==> src/rtl/core/pdjs_pkg.sv <==
// ----------------------------------------------------------------------------
// pdjs_pkg
// Shared constants of the pair dependency job scheduler.
// ----------------------------------------------------------------------------
package pdjs_pkg;
  localparam int MAX_SYMBOLS_DEF = 64;
  localparam int CFG_W = 7;
  localparam int OP_W = 2;
  localparam int SYM_W = 6;
  localparam int ST_W = 2;

  localparam logic [OP_W-1:0] OP_LOAD = 2'd0;
  localparam logic [OP_W-1:0] OP_START = 2'd1;
  localparam logic [OP_W-1:0] OP_FETCH = 2'd2;
  localparam logic [OP_W-1:0] OP_DONE = 2'd3;

  localparam logic [ST_W-1:0] ST_JOB = 2'd0;
  localparam logic [ST_W-1:0] ST_EMPTY = 2'd1;
  localparam logic [ST_W-1:0] ST_ALLDONE = 2'd2;
  localparam logic [ST_W-1:0] ST_ACK = 2'd3;

  localparam logic [1:0] CFG_ORIG = 2'd0;
  localparam logic [1:0] CFG_TOTAL = 2'd1;
  localparam logic [1:0] CFG_WORKERS = 2'd2;
endpackage

==> src/rtl/core/pdjs_divider.sv <==
// ----------------------------------------------------------------------------
// pdjs_divider
// Restoring divider, one quotient bit per cycle, for the fetch batch size.
// ----------------------------------------------------------------------------
module pdjs_divider #(
  parameter int W = 8
) (
  input  logic         clk,
  input  logic         rst_n,
  input  logic         start,
  input  logic [W-1:0] dividend,
  input  logic [W-1:0] divisor,
  output logic         busy,
  output logic [W-1:0] quotient
);
  logic [W-1:0] rem_r, rem_nxt, quo_r, quo_nxt, dvs_r;
  logic [$clog2(W+1)-1:0] cnt_r, cnt_nxt;
  logic [W:0] trial;

  always_comb begin
    rem_nxt = rem_r;
    quo_nxt = quo_r;
    cnt_nxt = cnt_r;
    trial = {rem_r, quo_r[W-1]};
    if (cnt_r != '0) begin
      quo_nxt = {quo_r[W-2:0], 1'b0};
      if (trial >= {1'b0, dvs_r}) begin
        rem_nxt = W'(trial - {1'b0, dvs_r});
        quo_nxt[0] = 1'b1;
      end else begin
        rem_nxt = trial[W-1:0];
      end
      cnt_nxt = cnt_r - 1'b1;
    end
  end

  always_ff @(posedge clk) begin
    if (!rst_n) begin
      cnt_r <= '0;
    end else if (start) begin
      cnt_r <= ($clog2(W+1))'(W);
    end else begin
      cnt_r <= cnt_nxt;
    end
    if (start) begin
      rem_r <= '0;
      quo_r <= dividend;
      dvs_r <= divisor;
    end else begin
      rem_r <= rem_nxt;
      quo_r <= quo_nxt;
    end
  end

  assign busy = (cnt_r != '0);
  assign quotient = quo_r;
endmodule

==> src/rtl/core/pair_dependency_job_scheduler_unit.sv <==
// ----------------------------------------------------------------------------
// pair_dependency_job_scheduler_unit
// Dataflow scheduler for pair symbols with a LIFO ready stack in memory.
// ----------------------------------------------------------------------------
// Operation: a load is answered with an ack beat; a start scans the pair
//   memory once, reading and then evaluating each pair symbol; a completion
//   scans it twice; a fetch first computes the batch size with the
//   bit-serial divider, then pops each job from the stack memory.
// Throughput: one item at a time; in_stall holds off a new item until the
//   sequencer is back in its idle state.
// Reset: synchronous, active low; flags and counters take their reset values
//   at once, the pair and stack memories are undefined until written.
// ----------------------------------------------------------------------------
module pair_dependency_job_scheduler_unit #(
  parameter int MAX_SYMBOLS = pdjs_pkg::MAX_SYMBOLS_DEF
) (
  input  logic                       clk,
  input  logic                       rst_n,
  input  logic                       in_valid,
  output logic                       in_stall,
  input  logic [pdjs_pkg::OP_W-1:0]  in_op,
  input  logic [pdjs_pkg::SYM_W-1:0] in_symbol,
  input  logic [pdjs_pkg::SYM_W-1:0] in_operand_first,
  input  logic [pdjs_pkg::SYM_W-1:0] in_operand_second,
  output logic                       out_valid,
  input  logic                       out_stall,
  output logic [pdjs_pkg::SYM_W-1:0] out_job_symbol,
  output logic [pdjs_pkg::ST_W-1:0]  out_status,
  output logic                       out_last,
  input  logic                       cfg_valid,
  output logic                       cfg_ready,
  input  logic [1:0]                 cfg_index,
  input  logic [pdjs_pkg::CFG_W-1:0] cfg_data
);
  import pdjs_pkg::*;

  localparam int IW = $clog2(MAX_SYMBOLS);
  localparam int CW = $clog2(MAX_SYMBOLS + 1);
  // The batch numerator is depth plus workers minus one, which needs a bit
  // more than a count register.
  localparam int DW = CFG_W + 1;
  // Reset original count of 4, clamped to the table size.
  localparam int ORIG_RST = (MAX_SYMBOLS < 4) ? MAX_SYMBOLS : 4;

  // Sequencer states.
  localparam logic [3:0] S_IDLE = 4'd0;
  localparam logic [3:0] S_SCAN_RD = 4'd1;
  localparam logic [3:0] S_SCAN_EV = 4'd2;
  localparam logic [3:0] S_DIV = 4'd3;
  localparam logic [3:0] S_POP_RD = 4'd4;
  localparam logic [3:0] S_POP_OUT = 4'd5;
  localparam logic [3:0] S_OUT = 4'd6;
  localparam logic [3:0] S_DIV_GO = 4'd7;

  logic [3:0] state_r, state_nxt;

  // Configuration registers.
  logic [CFG_W-1:0] orig_cfg_r, total_cfg_r, work_cfg_r;
  logic [CW-1:0] orig_c, total_c;
  logic [CFG_W-1:0] workers;

  assign orig_c = (orig_cfg_r > CFG_W'(MAX_SYMBOLS)) ? CW'(MAX_SYMBOLS) : CW'(orig_cfg_r);
  assign total_c = (total_cfg_r > CFG_W'(MAX_SYMBOLS)) ? CW'(MAX_SYMBOLS) : CW'(total_cfg_r);
  assign workers = (work_cfg_r == '0) ? CFG_W'(1) : work_cfg_r;
  assign cfg_ready = 1'b1;

  always_ff @(posedge clk) begin
    if (!rst_n) begin
      orig_cfg_r <= CFG_W'(4);
      total_cfg_r <= CFG_W'(4);
      work_cfg_r <= CFG_W'(1);
    end else if (cfg_valid) begin
      case (cfg_index)
        CFG_ORIG: orig_cfg_r <= cfg_data;
        CFG_TOTAL: total_cfg_r <= cfg_data;
        CFG_WORKERS: work_cfg_r <= cfg_data;
        default: ;
      endcase
    end
  end

  // Flags live in flip-flops so both operands can be looked up together.
  logic [MAX_SYMBOLS-1:0] comp_r, added_r;
  logic [CW-1:0] depth_r;
  logic [CFG_W-1:0] fetched_r;

  // Pair memory: one entry holds both operands; one read port.
  logic [2*SYM_W-1:0] pair_mem [MAX_SYMBOLS];
  logic [2*SYM_W-1:0] pair_q;
  logic [IW-1:0] pair_raddr;
  logic pair_we;

  // Ready stack memory.
  logic [SYM_W-1:0] stack_mem [MAX_SYMBOLS];
  logic [SYM_W-1:0] stack_q;
  logic stack_we;
  logic [IW-1:0] stack_raddr;

  // Item being worked on.
  logic [OP_W-1:0] op_r;
  logic [SYM_W-1:0] sym_r;
  logic [CW-1:0] idx_r, idx_nxt;
  logic pass_r, pass_nxt;
  logic [CW-1:0] batch_r, batch_nxt;

  // Output register.
  logic out_valid_r;
  logic [SYM_W-1:0] out_sym_r;
  logic [ST_W-1:0] out_st_r;
  logic out_last_r;

  logic in_acc, out_free;
  assign out_free = !out_valid_r || !out_stall;
  assign in_stall = (state_r != S_IDLE);
  assign in_acc = in_valid && !in_stall;

  // Divider for ceil(depth / workers) = (depth + workers - 1) / workers.
  logic div_start, div_busy;
  logic [DW-1:0] div_q, div_num, div_dvs;
  assign div_num = DW'(depth_r) + DW'(workers) - DW'(1);
  assign div_dvs = DW'(workers);
  assign div_start = (state_r == S_DIV_GO);

  pdjs_divider #(.W(DW)) u_div (
    .clk(clk), .rst_n(rst_n), .start(div_start), .dividend(div_num),
    .divisor(div_dvs), .busy(div_busy), .quotient(div_q)
  );

  // Scan evaluation of the pair read in the previous cycle.
  logic [SYM_W-1:0] pa, pb;
  logic a_ok, b_ok, hit;
  logic [IW-1:0] cur;
  assign pa = pair_q[2*SYM_W-1:SYM_W];
  assign pb = pair_q[SYM_W-1:0];
  assign cur = idx_r[IW-1:0];
  assign a_ok = (32'(pa) < MAX_SYMBOLS) && comp_r[pa[IW-1:0]];
  assign b_ok = (32'(pb) < MAX_SYMBOLS) && comp_r[pb[IW-1:0]];

  always_comb begin
    if (op_r == OP_START) begin
      hit = a_ok && b_ok;
    end else if (!pass_r) begin
      hit = (pb == sym_r) && a_ok && !added_r[cur];
    end else begin
      hit = (pa == sym_r) && b_ok && !added_r[cur];
    end
  end

  assign pair_raddr = idx_r[IW-1:0];
  assign pair_we = in_acc && (in_op == OP_LOAD) && (32'(in_symbol) < MAX_SYMBOLS);
  assign stack_we = (state_r == S_SCAN_EV) && hit && (depth_r < CW'(MAX_SYMBOLS));
  assign stack_raddr = IW'(depth_r - 1'b1);

  always_ff @(posedge clk) begin
    if (pair_we) begin
      pair_mem[in_symbol[IW-1:0]] <= {in_operand_first, in_operand_second};
    end
    pair_q <= pair_mem[pair_raddr];
    if (stack_we) begin
      stack_mem[depth_r[IW-1:0]] <= SYM_W'(idx_r);
    end
    stack_q <= stack_mem[stack_raddr];
  end

  // Sequencer.
  always_comb begin
    state_nxt = state_r;
    idx_nxt = idx_r;
    pass_nxt = pass_r;
    batch_nxt = batch_r;
    case (state_r)
      S_IDLE: begin
        if (in_acc) begin
          idx_nxt = orig_c;
          pass_nxt = 1'b0;
          if (in_op == OP_LOAD) begin
            state_nxt = S_OUT;
          end else if (in_op == OP_FETCH) begin
            state_nxt = S_DIV_GO;
          end else if (in_op == OP_DONE && 32'(in_symbol) >= MAX_SYMBOLS) begin
            state_nxt = S_OUT;
          end else if (in_op == OP_START) begin
            state_nxt = (orig_c < total_c) ? S_SCAN_RD : S_OUT;
          end else begin
            state_nxt = (orig_c < total_c) ? S_SCAN_RD : S_OUT;
          end
        end
      end
      S_SCAN_RD: state_nxt = S_SCAN_EV;
      S_SCAN_EV: begin
        if (idx_r + 1'b1 < total_c) begin
          idx_nxt = idx_r + 1'b1;
          state_nxt = S_SCAN_RD;
        end else if (op_r == OP_DONE && !pass_r) begin
          pass_nxt = 1'b1;
          idx_nxt = orig_c;
          state_nxt = S_SCAN_RD;
        end else begin
          state_nxt = S_OUT;
        end
      end
      S_DIV_GO: begin
        if (CFG_W'(fetched_r) >= CFG_W'(total_c) || depth_r == '0) begin
          state_nxt = S_OUT;
        end else begin
          state_nxt = S_DIV;
        end
      end
      S_DIV: begin
        if (!div_busy) begin
          batch_nxt = CW'(div_q);
          state_nxt = S_POP_RD;
        end
      end
      S_POP_RD: state_nxt = S_POP_OUT;
      S_POP_OUT: begin
        if (out_free) begin
          batch_nxt = batch_r - 1'b1;
          state_nxt = (batch_r == CW'(1)) ? S_IDLE : S_POP_RD;
        end
      end
      S_OUT: begin
        if (out_free) state_nxt = S_IDLE;
      end
      default: state_nxt = S_IDLE;
    endcase
  end

  always_ff @(posedge clk) begin
    if (!rst_n) begin
      state_r <= S_IDLE;
      out_valid_r <= 1'b0;
      depth_r <= '0;
      fetched_r <= CFG_W'(ORIG_RST);
      for (int i = 0; i < MAX_SYMBOLS; i++) begin
        comp_r[i] <= (i < ORIG_RST);
        added_r[i] <= (i < ORIG_RST);
      end
    end else begin
      state_r <= state_nxt;
      // In the pop-out and out states a new beat is loaded whenever the output
      // register is free; otherwise a taken beat empties it.
      if ((state_r == S_POP_OUT || state_r == S_OUT) && out_free) begin
        out_valid_r <= 1'b1;
      end else if (!out_stall) begin
        out_valid_r <= 1'b0;
      end
      if (in_acc && in_op == OP_START) begin
        for (int i = 0; i < MAX_SYMBOLS; i++) begin
          comp_r[i] <= (CW'(i) < orig_c);
          added_r[i] <= (CW'(i) < orig_c);
        end
        depth_r <= '0;
        fetched_r <= CFG_W'(orig_c);
      end
      if (in_acc && in_op == OP_DONE && 32'(in_symbol) < MAX_SYMBOLS) begin
        comp_r[in_symbol[IW-1:0]] <= 1'b1;
      end
      if (state_r == S_SCAN_EV && hit) begin
        added_r[cur] <= 1'b1;
        if (depth_r < CW'(MAX_SYMBOLS)) depth_r <= depth_r + 1'b1;
      end
      if (state_r == S_DIV && !div_busy) begin
        fetched_r <= CFG_W'(fetched_r + div_q);
      end
      if (state_r == S_POP_OUT && out_free) begin
        depth_r <= depth_r - 1'b1;
      end
    end
  end

  // Payload registers.
  always_ff @(posedge clk) begin
    if (in_acc) begin
      op_r <= in_op;
      sym_r <= in_symbol;
    end
    idx_r <= idx_nxt;
    pass_r <= pass_nxt;
    batch_r <= batch_nxt;
    if (state_r == S_POP_OUT && out_free) begin
      out_sym_r <= stack_q;
      out_st_r <= ST_JOB;
      out_last_r <= (batch_r == CW'(1));
    end else if (state_r == S_OUT && out_free) begin
      out_sym_r <= '0;
      out_last_r <= 1'b1;
      if (op_r != OP_FETCH) begin
        out_st_r <= ST_ACK;
      end else if (CFG_W'(fetched_r) >= CFG_W'(total_c)) begin
        out_st_r <= ST_ALLDONE;
      end else begin
        out_st_r <= ST_EMPTY;
      end
    end
  end

  assign out_valid = out_valid_r;
  assign out_job_symbol = out_sym_r;
  assign out_status = out_st_r;
  assign out_last = out_last_r;

  a_no_accept_busy: assert property (@(posedge clk) disable iff (!rst_n)
    (state_r != S_IDLE) |-> !in_acc)
    else $error("item accepted while the sequencer was busy");

  a_pop_nonempty: assert property (@(posedge clk) disable iff (!rst_n)
    (state_r == S_POP_OUT && out_free) |-> (depth_r != '0))
    else $error("pop from an empty ready stack");

  a_depth_bound: assert property (@(posedge clk) disable iff (!rst_n)
    depth_r <= CW'(MAX_SYMBOLS))
    else $error("ready stack depth beyond capacity");
endmodule
==> config.mk <==
export PLATFORM = sky130hd
export DESIGN_NAME = pair_dependency_job_scheduler_unit
export DESIGN_NICKNAME = d
export VERILOG_FILES = /design/src/rtl/core/pdjs_pkg.sv /design/src/rtl/core/pdjs_divider.sv /design/src/rtl/core/pair_dependency_job_scheduler_unit.sv
export SDC_FILE = /design/constraint.sdc
export NUM_CORES = 2
export LEC_CHECK = 0
export ABC_AREA = 0
export CELL_PAD_IN_SITES_DETAIL_PLACEMENT = 1
export CELL_PAD_IN_SITES_GLOBAL_PLACEMENT = 2
export CORE_UTILIZATION = 45
export DETAILED_ROUTE_END_ITERATION = 7
export DONT_BUFFER_PORTS = 1
export PLACE_DENSITY = 0.72
export SYNTH_ARGS = -nofsm -noshare
export SYNTH_HDL_FRONTEND = slang
export SYNTH_SLANG_ARGS = --single-unit
==> constraint.sdc <==
create_clock -name clk -period 6.07 [get_ports clk]
set_input_delay 0.607 -clock clk [delete_from_list [all_inputs] [get_ports clk]]
set_output_delay 0.607 -clock clk [all_outputs]
set_load 0.02 [all_outputs]
==> summary.md <==
| Metric | Value |
|---|---|
| Outcome | finished, final reports clean |
| Die area | 128000 sq um |
| GRT Resource Usage Total | 28.8% |
| Number of enable-type register cells in the synthesized netlist | 1197 |
| Post-DP HPWL | 118000 microns |
| Number of global-route vias before repair | 36600 |
| Max-slew headroom at the worst pin | 14.4% |
| WL per Instance | 32.4 microns |
| Transition at the pin with the smallest max-transition slack | 1280 ps |
| Crit. path cell count | 8 |
| Adder and majority cell fraction of the synthesized area | 1.24% |
| Xor/xnor share of the synthesized area | 0.660% |
| Remaining number of nets flagged by the antenna check after routing | 0 |
| CP cell instances | buf_4 -> nand2_1 -> or2_2 -> o21ai_0 -> ha_1 -> a21oi_1 -> o211ai_1 -> mux2_2 |
| Final Hold Violating Endpoints | 0 |
| Maximum number of buffers from clock root to sink | 3 |
| Clk Tree Root Cell | clkbuf_16 |
| Post-Synthesis Cell Area | 57100 sq um |
| Starting DRT DRC Count | 3815 |
| Proportion of register bits with asynchronous set or reset after synthesis | 0% |
| Met2 usage in global routing | 46.8% |
| IR Drop Worst-Case VDD | 331 uV |
| Placed Instances | 5393 |
| Number of buffers added by the clock tree synthesis step | 149 |
| Number of nets in the layout | 4014 |
| Simple-gate share of the synthesized area | 6.60% |
| Share of the yosys chip area belonging to registers | 69.9% |
| Register clock-pin slew on the reported worst setup and hold paths | 70 ps |
| Yosys warning total | 0 |
| Largest net degree at the start of global routing | 89 |
| Highest fanout seen on the critical path | 15 |
| Top Ports | 46 |
| Power per Cell Area | 435 nW/um^2 |
| Critical Path End Type | flip-flop |
| Critical path startpoint category | flip-flop |
| Latest clock arrival within the worst-skew pair | 790 ps |
| Net switching power of the design | 9.43 mW |
| Filler-free cell count of the finished design | 5689 |
| Top FF cell, synth | edfxtp_1 |
| Setup repair after global routing missed its margin | false |
| Switch share | 33.5% |
| Worst clock skew | 28.6 ps |
| Share of power burned in the clock network | 31.9% |
| Routing layer with the top usage in global route | met2 |
| Cell count of the worst hold path | 2 |
| Length in cells of the worst reg-to-reg path | 8 |
| Global routing met1 resource utilization | 39.2% |
| Lkg Pwr | 21.1 nW |
| Floorplan die width | 358 microns |
| Arrival time of data at the critical path endpoint | 5440 ps |
| Via/cell ratio | 6.29 |
| Cell variety after synth | 81 |
| Crit path time final | 4910 ps |
| Final setup viols | 0 |
| Portion of total power attributed to sequential cells | 41.8% |
| Overall power | 28.1 mW |
| Sum of negative setup slack | 0 ps |
| Number of max-slew violations in the final report | 0 |
| Initial Util | 45.4% |
| Mean instance size in the synthesized netlist | 14.8 sq um |
| Peak Freq | 0.204 GHz |
| Total detailed-routing wirelength | 184000 microns |
| Internal | 18.7 mW |
| Detailed-route via count | 35800 |
| Drt drc | 0 |
| Rows | 130 |
| Compound-Gate Fraction of Synth Area | 12.2% |
| Count of buffers inserted at the top-level ports | 0 |
| Sum of buffers and inverters on the critical path | 1 |
| Syn_nets | 3951 |
| Clock Sink Count | 1396 |
| CTS tree | yes |
| Setup slack after placement | 1110 ps |
| Combinational power share | 26.3% |
| Instance count of the mapped netlist | 3862 |
| Core area | 126000 sq um |
| Met3 global-route usage | 4.49% |
| Fraction of final layout cells with drive strength greater than 1 | 13.7% |
| Post-cts sizing count | 0 |
| Worst min-delay path category | in2reg |
| Number of antenna violations at the first check in global routing | 5 |
| Die Height | 358 microns |
| Final GP Congestion | 0.895 |
| CP delay by family, top | compound AO/OA/AOI/OAI gates |
| Wire length of the first global-routing pass | 266000 microns |
| Data required time of the worst path | 6600 ps |
| Max-cap violations | 0 |
| Master of the slowest instance on the critical path | o21ai_0 |
| Final cycle utilization of the critical path | 80.9% |
| Total of flip-flops plus latches after synthesis | 1396 |
| Dominant combinational cell family by area after synthesis | compound AO/OA/AOI/OAI gates |
| Share of cell area taken by muxes after synthesis | 6.97% |
| H-Tree Level Count | 4 |
| Critical Setup Path Class | reg2reg |
| First-pass detailed-route iteration total | 5 |
| Post-route setup slack | 1160 ps |
| Final global-route overflow total | 0 |
| Largest stage delay on the critical path | 990 ps |
| Layout-stage area growth over the synthesis result | 13.2% |
## cells in the final DEF, fill, tap and decap left out, types with 30 or more instances in the layout
cell	Yosys	routed
nor3_1	45	41
ha_1	52	51
dfxtp_1	199	196
nand2_1	144	143
edfxtp_1	1197	1197
a211oi_1	58	58
or3_1	48	48
o21a_1	46	46
nor2b_1	55	54
a22oi_1	221	221
a21o_1	33	33
a221oi_1	99	99
clkbuf_1	179	34
clkbuf_16	0	154
nor2_1	282	279
inv_1	63	63
a22o_1	73	73
nand3_1	60	60
mux4_2	114	114
a31oi_1	67	67
a21oi_1	237	237
clkinv_1	6	30
o21ai_0	92	92
nand4_1	37	37
mux2_2	32	32
mux2i_1	105	105
buf_4	2	139
## sequential cells by signal (all words and copies together), names as in the netlist, 8 cells and up
register,cells
u_div.rem_r,8
u_div.quotient,8
comp_r,64
pair_mem,768
pair_q,12
stack_mem,384
added_r,64
## final cells by class
cell class	instances	area, sq um
diodes	1	2.50
clock buffers	195	4080
clock inverters	69	736
fillers	12000	61100
inverters	69	260
multi-input cells	2136	15900
flip-flops and latches	1396	39900
well taps	1650	2060
repair buffers	173	1650
## stage by stage
step	instance area, sq um	util [%]	hold slack (ps)
after floorplan	57100	-	445
after global placement	59300	47.1	487
after detailed placement	59300	47.1	488
after CTS	64600	51.4	65.5
after global routing	64600	51.4	93.0
final	64600	51.4	106
## worst paths after layout
kind / startpoint / end / slack, ps
setup reg to reg: idx_r[4] / idx_r[4] / 1160
hold / removal: out_stall / out_valid / 110
setup / recovery: idx_r[4] / idx_r[4] / 1160
hold reg to reg: work_cfg_r[5] / u_div.dvs_r[5] / 500
## power groups by stage
stage,registers (mW),logic [mW],clock network [mW]
detailed placement,11.9,7.23,0
global route,11.8,7.85,9.42
global placement,11.9,7.11,0
CTS,11.7,7.41,9.10
finish,11.7,7.39,8.98
floorplan,11.6,4.47,0
## layer usage
| metal | vias to the layer above | wire [microns] |
|---|---|---|
| met5 | - | 0 |
| met4 | 0 | 6720 |
| met3 | 313 | 11200 |
| met2 | 1355 | 88300 |
| met1 | 18700 | 77800 |
| li1 | 15400 | - |
## cells by family (layout without fill, tap and decap cells)
| logic type | after synthesis | in the layout |
|---|---|---|
| muxes | 251 | 251 |
| adders and majority gates | 55 | 55 |
| other | 1 | 2 |
| DFF | 1396 | 1396 |
| and+or+nand+nor | 779 | 779 |
| AOI/OAI and AO/OA | 1007 | 1007 |
| xor gates and xnor gates | 43 | 43 |
| buffers and inverters | 330 | 506 |
## synth_stat cells (48+ instances only)
library cell  number  area (sq um)
mux2i_1          105          1050
or3_1             48           300
nor2b_1           55           344
a211oi_1          58           435
o21ai_0           92           460
nand2_1          144           541
clkbuf_1         179           672
a22o_1            73           639
buf_1             50           188
a31oi_1           67           419
nand3_1           60           300
inv_1             63           236
ha_1              52           651
nor2_1           282          1060
dfxtp_1          199          3980
a221oi_1          99           867
mux4_2           114          2570
edfxtp_1        1197         35900
a21oi_1          237          1190
a22oi_1          221          1660
## what timing repair did
action                                 CTS  global route
endpoints found under the hold margin  859             0
buffers inserted                         0             0
hold buffers                            30             0
Note: power is estimated with default switching activity, not from simulation.
